[src/rtl/core/assert_macros.svh]
// Assertion macros shared by the branch target buffer RTL.
// Define ASSERT_OFF to compile every assertion away.
`ifndef ASSERT_MACROS_SVH
`define ASSERT_MACROS_SVH

`ifndef ASSERT_OFF
`define ASSERT_IMPLY(lbl, c, r, a, b) \
  lbl: assert property (@(posedge c) disable iff (r) (a) |-> (b)) \
    else $error("assertion failed");
`define ASSERT_NEXT(lbl, c, r, a, b) \
  lbl: assert property (@(posedge c) disable iff (r) (a) |=> (b)) \
    else $error("assertion failed");
`else
`define ASSERT_IMPLY(lbl, c, r, a, b)
`define ASSERT_NEXT(lbl, c, r, a, b)
`endif

`endif

[src/rtl/core/ibtb_ram.sv]
// Generic single-write, single-read RAM with a registered read port.
// No dependencies.
module ibtb_ram #(
  parameter int WIDTH = 8,
  parameter int DEPTH = 16
) (
  input  logic                     clk,
  input  logic                     we,
  input  logic [$clog2(DEPTH)-1:0] waddr,
  input  logic [WIDTH-1:0]         wdata,
  input  logic                     re,
  input  logic [$clog2(DEPTH)-1:0] raddr,
  output logic [WIDTH-1:0]         rdata
);

  logic [WIDTH-1:0] mem [DEPTH];

  always_ff @(posedge clk) begin
    if (we) begin
      mem[waddr] <= wdata;
    end
    if (re) begin
      rdata <= mem[raddr];
    end
  end

endmodule

[config.mk]
export PLATFORM = sky130hd
export DESIGN_NAME = ibtb_ram
export DESIGN_NICKNAME = d
export VERILOG_FILES = /design/src/rtl/core/assert_macros.svh /design/src/rtl/core/ibtb_ram.sv
export SDC_FILE = /design/constraint.sdc
export NUM_CORES = 1
export LEC_CHECK = 0
export ABC_AREA = 1
export BUFFER_PORTS_ARGS = -buffer_cell sky130_fd_sc_hd__buf_4
export CORE_MARGIN = 2
export CORE_UTILIZATION = 55
export CTS_BUF_LIST = sky130_fd_sc_hd__clkbuf_4
export CTS_CLUSTER_DIAMETER = 200
export DETAILED_ROUTE_END_ITERATION = 10
export PLACE_DENSITY = 0.73
export SYNTH_ARGS = -nofsm -noshare
export SYNTH_HDL_FRONTEND = slang
export SYNTH_SLANG_ARGS = --single-unit
[constraint.sdc]
create_clock -name clk -period 1.7 [get_ports clk]
set_clock_uncertainty 0.1 [all_clocks]
set_input_delay 0.085 -clock clk [delete_from_list [all_inputs] [get_ports clk]]
set_output_delay 0.085 -clock clk [all_outputs]
set_load 0.01 [all_outputs]
# --- Word level (Yosys, flattened, before mapping) ---
# Memories as Yosys holds them, arrays and structs flattened. A register that Yosys moved wholly into a read port is not among the register bits.
# Cells that the tools add are included.
classes:
  muxes: 2
ops:
  columns: ["cell", "count"]
  rows:
  - ["$mux 1", 2]
word_totals:
  reg_bits: 0
  ram_bits: 128
  inputBits: 19
  output_inout_bits: 8
  word_cells: 3
  memories: 1
memory_table:
  columns: ["memory", "depth", "word_bits", "rd", "rd_clocked_by_memory_dff", "write_ports", "line", "source"]
  rows:
  - ["mem", 16, 8, 1, 1, 1, "ibtb_ram.sv:16", "logic [WIDTH-1:0] mem [DEPTH];"]

# --- Depth between registers and ports, before layout ---
depth:
  ltp_word: 2
  mapped_depth: 8
  ltp_nobuf: 7

# --- Worst setup path after synthesis ---
# OpenSTA, ideal clock, no wires.
synth_timing:
  path_type: "input to register"
  from: "input port waddr[2]"
  to: "memory mem[10][0] (enable)"
  setup_ns: 0.370
  t_arrival_ns: 0.666
  required_ns: 1.230
  path_slack_ns: 0.564
  path_stages: 2
  path_buffers: 0
  path_cell_list: "nand3b_1 > nor2_1"
synth_lines:
  columns: ["element", "line", "source"]
  rows:
  - ["start: declaration", "ibtb_ram.sv:9", "input logic [$clog2(DEPTH)-1:0] waddr,"]
  - ["end: declaration", "ibtb_ram.sv:16", null]
# Straight into the memory's write port.

# --- Worst setup path in the final report ---
layout_timing:
  from: "register rdata[0] (read register of mem)"
  to: "output port rdata[0]"
layout_lines:
  columns: ["element", "line", "source"]
  rows:
  - ["start: declaration", "ibtb_ram.sv:13", "output logic [WIDTH-1:0] rdata"]
# No word-level cell between the ends.

==> summary.md <==
| Metric | Value |
|---|---|
| P&R area growth vs syn | `13.1%` |
| Syn_nets | `570` |
| CP Class | `reg -> out` |
| Fin nets | `623` |
| Initial antenna violation count | `0` |
| Seq cells post-synth | `136` |
| Average size of a mapped cell | `10.6 µm²` |
| PnR worst setup slack | `0.384 ns` |
| Initial drt markers | `276` |
| Largest stage delay on the critical path | `0.43 ns` |
| First-pass GRT wire length | `19,500 µm` |
| Warnings from Yosys | `0` |
| Max Fanout on Critical Path | `1` |
| Post-CTS sizing | `0` |
| Cell variety after synth | `11` |
| Timing-limited maximum frequency | `0.760 GHz` |
| TNS Setup | `0 ns` |
| DR pass1 iterations | `4` |
| Pre-CTS setup slack | `0.265 ns` |
| Crit. Startpoint | `rdata[0]$_DFFE_PP_` |
| CP startpoint kind | `flop` |
| Postcts setup bufs | `0` |
| Max-slew violation count | `0` |
| DR WL/cell | `16.6 µm` |
| CP arrival | `1.13 ns` |
| Largest net degree at the start of global routing | `65` |
| Final WL | `12,500 µm` |
| Most frequent cells in the layout | `173 x nand2_1, 136 x edfxtp_1, 100 x inv_1` |
| CP Buf/Inv Count | `1` |
| Worst Tran Pin Value | `0.391 ns` |
| Starting density of the core | `56.6%` |
| Final ANT Viol Nets | `0` |
| Final Cycle Share | `77.4%` |
| RSZ-0062 raised after global routing | `no` |
| Cell Pwr Density | `948 nW/µm²` |
| Max cap viols | `0` |
| Relative slew slack | `74.0%` |
| DRC viols | `0` |
| Crit-path slowest cell | `edfxtp_1` |
| CTS tree | `yes` |
| Total number of vias | `3,878` |
| Die height | `107 µm` |
| Power, Total | `6.26 mW` |
| H-tree depth | `4` |
| GPL Wtd Cong | `0.850` |
| Hpwl dp | `7550 µm` |
| Final Hold Viols | `0` |
| CTS root buffer | `clkbuf_4` |
| Most common cell after layout, fill and taps aside | `nand2_1` |
| Cell count of the worst reg-to-reg path | `6` |
| Layout cells sized above 1 | `12.6%` |
| Cell Area, Synth | `5850 µm²` |
| Routed vias/inst | `5.15` |
| Leak | `2.87 nW` |
| Final min period | `1.32 ns` |
| Die Wd | `107 µm` |
| Worst-path clk slew | `0.10 ns` |
| I/O Buffers | `26` |
| DIE AREA | `11,500 µm²` |
| Hold Path Class | `in -> reg` |
| Critical path depth in cells | `1` |
| CP delay by family, top | `flip-flops` |
| Vias in the first global route | `3,721` |
| Core Area | `10,300 µm²` |
| Worst skew pair latency | `0.54 ns` |
| Row count | `37` |
| Reg2reg start | `mem[7][1]$_DFFE_PP_` |
| Status | `complete, no violations` |
| Req. time, crit path | `1.51 ns` |
| CP Cell Sequence | `buf_4` |
| Critical path capture point type | `primary output` |
| Antenna cells | `0` |
| Ports | `27` |
| Critical Path Sink | `rdata[0]` |
| Critical R2R Capture | `rdata[1]$_DFFE_PP_` |
| Worst R2R Setup Slack | `0.40 ns` |
| Syn Inst Count | `551` |
| Tot GR Track Use | `23.7%` |
| Register area share after synthesis | `69.8%` |
| Sink Count | `136` |
| Total CTS buffers | `17` |
| Max VDD drop | `0.000585 V` |
| Final-report setup violation count | `0` |
| GRT Residual Overflow | `0` |
| Clock buffer depth | `2` |
-- worst register-to-register path: cells and delay by family, from the launching register on --
kind / cells / cell delay (ns)
AND/OR/NAND/NOR: 5 / 0.55
buffers and inverters: 1 / 0.06
flip-flops: 1 / 0.38
-- per-stage QoR --
stage	instances	instance area, µm²	util (%)	hold WS (ns)
6_report	753	6610	64.0	0.0700
5_1_grt	753	6610	64.0	0.0443
3_5_place_dp	710	6240	60.5	0.299
4_1_cts	753	6610	64.0	0.0333
3_3_place_gp	710	6240	60.5	0.287
2_1_floorplan	551	5850	-	0.0839
-- kinds of logic (layout without fill, tap and decap cells) --
family | Yosys count | in the layout | share of synthesized area (%)
buffers and inverters | 126 | 192 | 9.39
DFF | 136 | 136 | 69.8
and+or+nand+nor | 289 | 289 | 20.8
-- layout make-up --
class,count,area [µm²]
Timing Repair Buffer,58,500
Clock inverter,12,109
Multi-Input combinational cell,289,1210
Inverter,102,383
Fill cell,817,3710
Sequential cell,136,4080
Tap cell,136,170
Clock buffer,20,150
-- per-layer routing --
metal	share of wire [%]	vias up	GRT usage (%)
li1	-	1890	-
met1	43	1820	31.8
met2	48	145	36.5
met3	6.6	23	7.23
met4	2.1	0	9.18
met5	0	-	0
-- cells in the mapped netlist, drive strengths merged --
| master | count | area (µm²) |
|---|---|---|
| buf | 24 | 166 |
| edfxtp | 136 | 4080 |
| inv | 102 | 383 |
| nand2 | 173 | 649 |
| nand3 | 97 | 485 |
| nand3b | 2 | 15.0 |
| nor2 | 17 | 63.8 |
-- where the power goes --
group / internal (mW) / switching, mW / leakage [nW] / total [mW]
logic: 0.174 / 0.332 / 1.49 / 0.506
registers: 3.77 / 0.0206 / 1.24 / 3.79
clock network: 0.890 / 1.08 / 0.149 / 1.97
total: 4.83 / 1.43 / 2.87 / 6.26
-- how the worst min path moves through the flow --
stage / startpoint / endpoint / slack [ns] / cells after the start
5_1_grt: we / mem[2][7]$_DFFE_PP_ / 0.04 / 4
6_report: we / mem[2][6]$_DFFE_PP_ / 0.07 / 4
4_1_cts: we / mem[2][7]$_DFFE_PP_ / 0.03 / 4
3_5_place_dp: re / rdata[6]$_DFFE_PP_ / 0.30 / 1
3_3_place_gp: re / rdata[7]$_DFFE_PP_ / 0.29 / 1
2_1_floorplan: wdata[0] / mem[0][0]$_DFFE_PP_ / 0.08 / 0
-- state kept, by name, indices dropped and copies added (netlist names) --
name,flops
mem,128
rdata,8
-- repair_timing --
item | in CTS | in global routing
setup endpoints to repair | 0 | 0
endpoints found under the hold margin | 144 | 0
hold buffers | 11 | 0
(Power assumes the default switching activity.)
