`src/rtl/core/assert_macros.svh`:
```
// Assertion macros shared by the branch target buffer RTL.
// Define ASSERT_OFF to compile every assertion away.
`ifndef ASSERT_MACROS_SVH
`define ASSERT_MACROS_SVH

`ifndef ASSERT_OFF
`define ASSERT_IMPLY(lbl, c, r, a, b) \
  lbl: assert property (@(posedge c) disable iff (r) (a) |-> (b)) \
    else $error("assertion failed");
`define ASSERT_NEXT(lbl, c, r, a, b) \
  lbl: assert property (@(posedge c) disable iff (r) (a) |=> (b)) \
    else $error("assertion failed");
`else
`define ASSERT_IMPLY(lbl, c, r, a, b)
`define ASSERT_NEXT(lbl, c, r, a, b)
`endif

`endif

```
`src/rtl/core/ibtb_pkg.sv`:
```
// Package of the interleaved branch target buffer: item layout, mode codes,
// result and write-control types. No dependencies.
package ibtb_pkg;

  localparam int A_W = 48;
  localparam int MASK_W = 4;
  localparam int IN_W = 104;
  localparam int OUT_W = 56;

  localparam int IN_MODE_LSB = 0;
  localparam int IN_ADDR_LSB = 2;
  localparam int IN_BTGT_LSB = 50;
  localparam int IN_UNC_BIT = 98;
  localparam int IN_TAKEN_BIT = 99;

  typedef logic [1:0] mode_t;

  localparam mode_t MODE_QUERY  = 2'd0;
  localparam mode_t MODE_ADD    = 2'd1;
  localparam mode_t MODE_UPDATE = 2'd2;

  localparam logic [1:0] CNT_INIT = 2'd1;
  localparam logic [1:0] CNT_MAX  = 2'd3;
  localparam logic [1:0] CNT_MIN  = 2'd0;

  typedef struct packed {
    logic              hit;
    logic [A_W-1:0]    target;
    logic [MASK_W-1:0] vmask;
    logic              err;
  } result_t;

  typedef struct packed {
    logic ent_we;
    logic slot_we;
  } wr_t;

endpackage

```
`src/rtl/core/ibtb_dp.sv`:
```
// Read-modify-write datapath of the branch target buffer: hit check, slot
// scan, counter training and write-back data. Depends on ibtb_pkg.
module ibtb_dp #(
  parameter int EW = 48,
  parameter int BANK_BITS = 2,
  parameter int EB = 9
) (
  input  ibtb_pkg::mode_t                            mode,
  input  logic [EW-1:0]                              addr,
  input  logic [EW-1:0]                              btgt,
  input  logic                                       unc,
  input  logic                                       taken,
  input  logic [EW-BANK_BITS:0]                      ent_rdata,
  input  logic [(1 << BANK_BITS)*(EW+3)-1:0]         slot_rdata,
  output ibtb_pkg::result_t                          res,
  output ibtb_pkg::wr_t                              wr,
  output logic [EB-1:0]                              idx,
  output logic [EW-BANK_BITS:0]                      ent_wdata,
  output logic [(1 << BANK_BITS)*(EW+3)-1:0]         slot_wdata
);

  localparam int NB = 1 << BANK_BITS;
  localparam int TW = EW - BANK_BITS;
  localparam int SW = EW + 3;
  localparam int BW = (BANK_BITS > 0) ? BANK_BITS : 1;

  logic [TW-1:0]    tag;
  logic [EB+TW-1:0] tag_ext;
  logic [BW-1:0]    bank;
  logic             e_valid;
  logic [TW-1:0]    e_tag;
  logic [NB-1:0]    tk;
  logic             found;
  logic [BW-1:0]    first;
  logic [SW-1:0]    cur;
  logic [1:0]       cnt;
  logic [1:0]       cnt_next;

  always_comb begin
    tag = TW'(addr >> BANK_BITS);
    tag_ext = {{EB{1'b0}}, tag};
    idx = tag_ext[EB-1:0];
    bank = (BANK_BITS == 0) ? '0 : addr[BW-1:0];
    e_valid = ent_rdata[TW];
    e_tag = ent_rdata[TW-1:0];

    for (int i = 0; i < NB; i++) begin
      tk[i] = slot_rdata[i*SW+EW] | slot_rdata[i*SW+EW+2];
    end
    found = 1'b0;
    first = '0;
    for (int i = NB - 1; i >= 0; i--) begin
      if (tk[i]) begin
        found = 1'b1;
        first = BW'(i);
      end
    end

    cur = slot_rdata[bank*SW +: SW];
    cnt = cur[EW+2:EW+1];
    cnt_next = cnt;
    if (taken && cnt != ibtb_pkg::CNT_MAX) begin
      cnt_next = cnt + 2'd1;
    end else if (!taken && cnt != ibtb_pkg::CNT_MIN) begin
      cnt_next = cnt - 2'd1;
    end

    res = '0;
    wr = '0;
    ent_wdata = {1'b1, tag};
    slot_wdata = slot_rdata;

    unique case (mode)
      ibtb_pkg::MODE_QUERY: begin
        res.hit = e_valid && (e_tag == tag);
        res.target = ibtb_pkg::A_W'(EW'(addr + EW'(NB)));
        for (int j = 0; j < ibtb_pkg::MASK_W; j++) begin
          res.vmask[j] = (j < NB);
        end
        if (res.hit && found) begin
          res.target = ibtb_pkg::A_W'(slot_rdata[first*SW +: EW]);
          for (int j = 0; j < ibtb_pkg::MASK_W; j++) begin
            res.vmask[j] = (j < NB) && (BW'(j) <= first);
          end
        end
      end
      ibtb_pkg::MODE_ADD: begin
        wr.ent_we = 1'b1;
        wr.slot_we = 1'b1;
        slot_wdata[bank*SW +: SW] = {cnt, unc, btgt};
      end
      ibtb_pkg::MODE_UPDATE: begin
        if (!e_valid) begin
          res.err = 1'b1;
        end else begin
          wr.slot_we = 1'b1;
          slot_wdata[bank*SW +: SW] = {cnt_next, cur[EW:0]};
        end
      end
      default: begin
      end
    endcase
  end

endmodule

```
`config.mk`:
```
export PLATFORM = sky130hd
export DESIGN_NAME = ibtb_dp
export DESIGN_NICKNAME = d
export VERILOG_FILES = /design/src/rtl/core/assert_macros.svh /design/src/rtl/core/ibtb_pkg.sv /design/src/rtl/core/ibtb_dp.sv
export SDC_FILE = /design/constraint.sdc
export NUM_CORES = 1
export LEC_CHECK = 0
export BUFFER_PORTS_ARGS = -buffer_cell sky130_fd_sc_hd__buf_2
export CAP_MARGIN = 20
export CORE_AREA = 2 2 258 260
export DETAILED_ROUTE_END_ITERATION = 10
export DIE_AREA = 0 0 260 262
export PLACE_DENSITY = 0.4
export RECOVER_POWER = 25
export SLEW_MARGIN = 0
export SYNTH_ARGS = -nofsm -noshare
export SYNTH_HDL_FRONTEND = slang
export SYNTH_SLANG_ARGS = --single-unit
```
`constraint.sdc`:
```
create_clock -name vclk -period 8.3
set_clock_uncertainty 0.1 [all_clocks]
set_input_delay 0 -clock vclk [all_inputs]
set_output_delay 0 -clock vclk [all_outputs]
set_load 0.1 [all_outputs]
```
* Word-level counts from Yosys, hierarchy flattened
Cells that the tools add are included.
** Word-level totals
- Register bits :: 0
- Input bits :: 351
- Output and inout port bits :: 316
** Cells by class
- $add $sub $neg :: 4
- $mul :: 2
- Order comparisons :: 4
- Equality and inequality tests :: 4
- Shifts and indexed selects :: 5
- Multiplexer cells :: 21
- Bitwise gates (word level) :: 4
- Reduce and logical (&&, ||, !) cells :: 7
** Operator list (count)
- $bwmux W204 :: 2
- $pmux W204 S2 :: 1
- $shiftx A51 B34 Y204 :: 2
- $mux W204 :: 1
- $shift A51 B34 Y204 const A :: 1
- $shiftx A204 B9 Y48 :: 1
- $shiftx A204 B9 Y51 :: 1
- $mux W53 :: 1
- $mux W52 :: 1
- $add A48 B3 Y48 const B :: 1
- $eq A46 B46 Y1 :: 1
- $neg A8 Y34 :: 1
- $mul A2 B6 Y8 const B :: 2
- $mux W2 :: 6
- $mux W1 :: 8
- $le A1 B2 Y1 const A :: 2
- $le A2 B2 Y1 const A :: 2
- $logic_and A1 B1 Y1 :: 4
- $or A1 B1 Y1 :: 4
- $add A2 B1 Y2 const B :: 1
- $eq A2 B1 Y1 const B :: 1
- $eq A2 B2 Y1 const B :: 1
- $logic_not A2 Y1 :: 1
- $ne A2 B2 Y1 const B :: 1
- 4 further kinds :: 4

* Logic depth before layout (Yosys ltp)
- Word-level depth :: 10
- Gate-level depth with buffers :: 14
- Gate-level depth less buffers :: 8

* Least setup slack after synthesis
OpenSTA, ideal clock, no wires.
- Path kind :: input port to output port
- Start point :: in addr[1]
- End point :: out slot_wdata[11]
- Arrival time :: 4.718 ns
- Setup slack :: 3.482 ns
- Stages :: 11
- Buffers on the path :: 5
- Path through :: buf_2 -> buf_1 -> buf_1 -> inv_1 -> ha_1 -> nor4bb_1 -> and3_1 -> clkbuf_1 -> buf_1 -> a22oi_1 -> o21ai_0
** On the way
- Word-level cells in the longest chain between the ends :: 10
- Elaborated cells on any way between the ends :: 18
- Those cells by class :: add/sub: 3; mul: 1; eq/ne: 1; shift: 4; mux: 6; reduce/logical: 3
** Ends and longest elaborated chain
- start: declaration :: RTL line ibtb_dp.sv:9 : input logic [EW-1:0] addr,
- $mul A2 B6 Y8 * :: RTL line ibtb_dp.sv:59, ibtb_dp.sv:90, ibtb_dp.sv:97
- parallel branches: the longest is 8 deep, another holds $sub A2 B1 Y2
- $pmux W204 S2 * :: RTL line ibtb_dp.sv:73 : unique case (mode)
- end: declaration :: RTL line ibtb_dp.sv:19 : output logic [(1 << BANK_BITS)*(EW+3)-1:0] slot_wdata
Every way passes the cells marked *.

* Final worst setup path
- Start point :: in mode[0]
- End point :: out slot_wdata[28]
** On the way
- Word-level cells in the longest chain between the ends :: 2
- Elaborated cells on any way between the ends :: 3
- Those cells by class :: eq/ne: 2; mux: 1
** Ends and longest elaborated chain
- start: declaration :: RTL line ibtb_dp.sv:8 : input ibtb_pkg::mode_t mode,
- $eq A2 B2 Y1 or $eq A2 B1 Y1 (tied branches) :: RTL line ibtb_dp.sv:73
- $pmux W204 S2 * :: RTL line ibtb_dp.sv:73
Every way passes the cells marked *; elsewhere a longest branch is shown, timed or not.

==> run metrics <==
WL final about 94000 um; Post-CTS Resized 0; post-detail-place hpwl 69700 um; crit path capture type primary output; Post-CTS Hold Buffers 0; DRC 0; hold crit path type input pin to primary output; I/O Buffers approximately 670; worst setup margin 3.22 ns; Final Util 0.225; router iterations before antenna repair 8; sequential fraction of the synthesis area 0; Post-Synthesis Cells 1754; GRT Total Usage 0.259; Cell Rows 94; Post-Syn Area 11100 sq um; Detail Route Antenna Nets 0; vias 17.4k; Die X 260 um; Sequential Area 0 sq um; worst-path maximum fanout 47; area of the core 65300 sq um; Via density 5.64; Pwr Density roughly 130 nW/um^2; area of placed instances 14800 sq um; unique cell type count in the Yosys netlist 58; total power draw roughly 1.9 mW; fmax 197 MHz; Fin Setup TNS 0 ns; Setup Fix Bufs, Post-CTS 0; Period minus WS final 5.08 ns; post-route cell area around 15000 sq um; maxcap violations 4; failing checks capacitance limit, slew limit; Leak Pwr 6.59 nW; buffers and inverters on the worst path 4; final hold vios 0; maximum VDD drop 0.0609 mV; Final setup viols 0; syn nets 2116; Post-Place Worst Slack 4.00 ns; Yosys top cell area share 0.122; gpl congestion ~0.90; Final Slew Violations 127; CP Launch Type input pin; Yosys warning total 0; die height 262 um; maximum number of pins on one net before global-route repair 65; worst hold margin 0.414 ns; violation count after the first detailed-route iteration 1951; Seq cells 0; syn avg cell area about 6.3 sq um; Slew headroom -0.638; clock buffers 0; final net count 2578; global-route wire length before repair around 130000 um; CP max-delay cell ha_1; layout cells sized above 1 0.315; Worst Setup Path Type input pin to primary output; critical path required time 8.20 ns; die area 68100 sq um; GR Overflow Total 0; area grow syn2layout 32.1%; Synth area leader nand2_1; RSZ-0062 raised after global routing false; Synth area leaders nand2_1 (12%), mux4_2 (10%), a22o_1 (8.0%); worst slew pin tran 2.46 ns; non-filler cells in the finished layout 3083; crit path cell chain buf_2 -> inv_1 -> ha_1 -> and3_2 -> and2_2 -> a222oi_1 -> inv_1 -> buf_2; status finished with violations; DP Cell Count 3078; antenna violations before repair 20; Ports 667; max incr delay on CP between 1.5 and 2 ns; Final Cycle Share 0.612; Arrival @ worst endpoint 4.98 ns; Worst path top cell family by delay simple AND/OR/NAND/NOR gates; wire per inst 30.6 um; vias in the first global route 16.4k; Initial Util 0.171; Filler cells between 7k and 8k
-- path summary, 6_finish.rpt --
check | slack (ns) | endpoint | start | cells after the start
max | 3.22 | slot_wdata[28] | mode[0] | 8
min | 0.41 | slot_wdata[110] | slot_rdata[110] | 4
-- final cells by class --
| type | instances | area (sq um) | area share |
|---|---|---|---|
| repair buffers | 694 | 3450 | 0.234 |
| multi-input cells | 1399 | 9710 | 0.660 |
| inverters | 121 | 457 | 0.0310 |
| well taps | 864 | 1080 | 0.0735 |
| diodes | 5 | 12.5 | 0.000850 |
-- synth_stat cells (all sizes together) (2+ instances only) --
library cell	count
a22o	102
a21oi	21
nand2	362
o21ai	176
xor2	34
nand3	20
nand4	20
o211ai	59
a311o	21
nor3	12
inv	120
clkbuf	151
or4	2
nor4	22
o221ai	8
a221o	58
a21boi	24
o31a	2
buf	83
ha	11
a222oi	22
o22ai	46
nor4b	3
o21a	3
a2bb2oi	5
xnor2	53
and3	33
mux2i	27
nor4bb	4
a22oi	74
a32oi	2
or3	2
mux4	51
nor2b	18
nor2	73
and2	10
and4	7
-- placed cells by master, fill, tap and decap left out, types with 20 or more instances in the layout --
cell	instances
nand2_1	356
a222oi_1	22
o22ai_1	46
xnor2_1	53
nor2_1	72
mux4_2	51
a21oi_1	21
buf_4	28
inv_1	119
o211ai_1	59
a22oi_1	74
and3_1	29
o21ai_0	175
xor2_1	34
buf_2	591
clkbuf_1	75
nand3_1	20
mux2i_1	27
nand4_1	20
nor4_1	21
a22o_1	102
a221o_1	58
a311o_1	21
-- tightest hold or removal path, cell delays in order --
cell     delay [ns]
buf_2          0.11
nand2_1        0.05
o21ai_0        0.06
buf_2          0.29
-- kinds of logic after synthesis --
logic type / synth area share
buffers and inverters: 0.142
other: 0.000337
multiplexers: 0.127
adder cells (fa/ha/maj): 0.0124
XOR/XNOR: 0.0684
AO/OA/AOI/OAI: 0.411
AND/OR/NAND/NOR: 0.239
-- per-layer routing --
layer	share of wire	routed length [um]	up-vias	global-route usage
met5	0.0013	121	-	0
met4	0.030	2820	18	0.0696
met3	0.089	8340	185	0.0477
met2	0.48	45200	1253	0.449
met1	0.40	37800	8514	0.329
li1	-	-	7415	-
-- power breakdown --
group / leakage, nW / internal [mW] / switching (mW)
Clock: 0.0000317 / 0.0000000808 / 0
Combinational: 6.59 / 0.344 / 1.51
Sequential: 0 / 0 / 0
Total: 6.59 / 0.344 / 1.51
No activity file was read; power rests on OpenSTA's default activity.
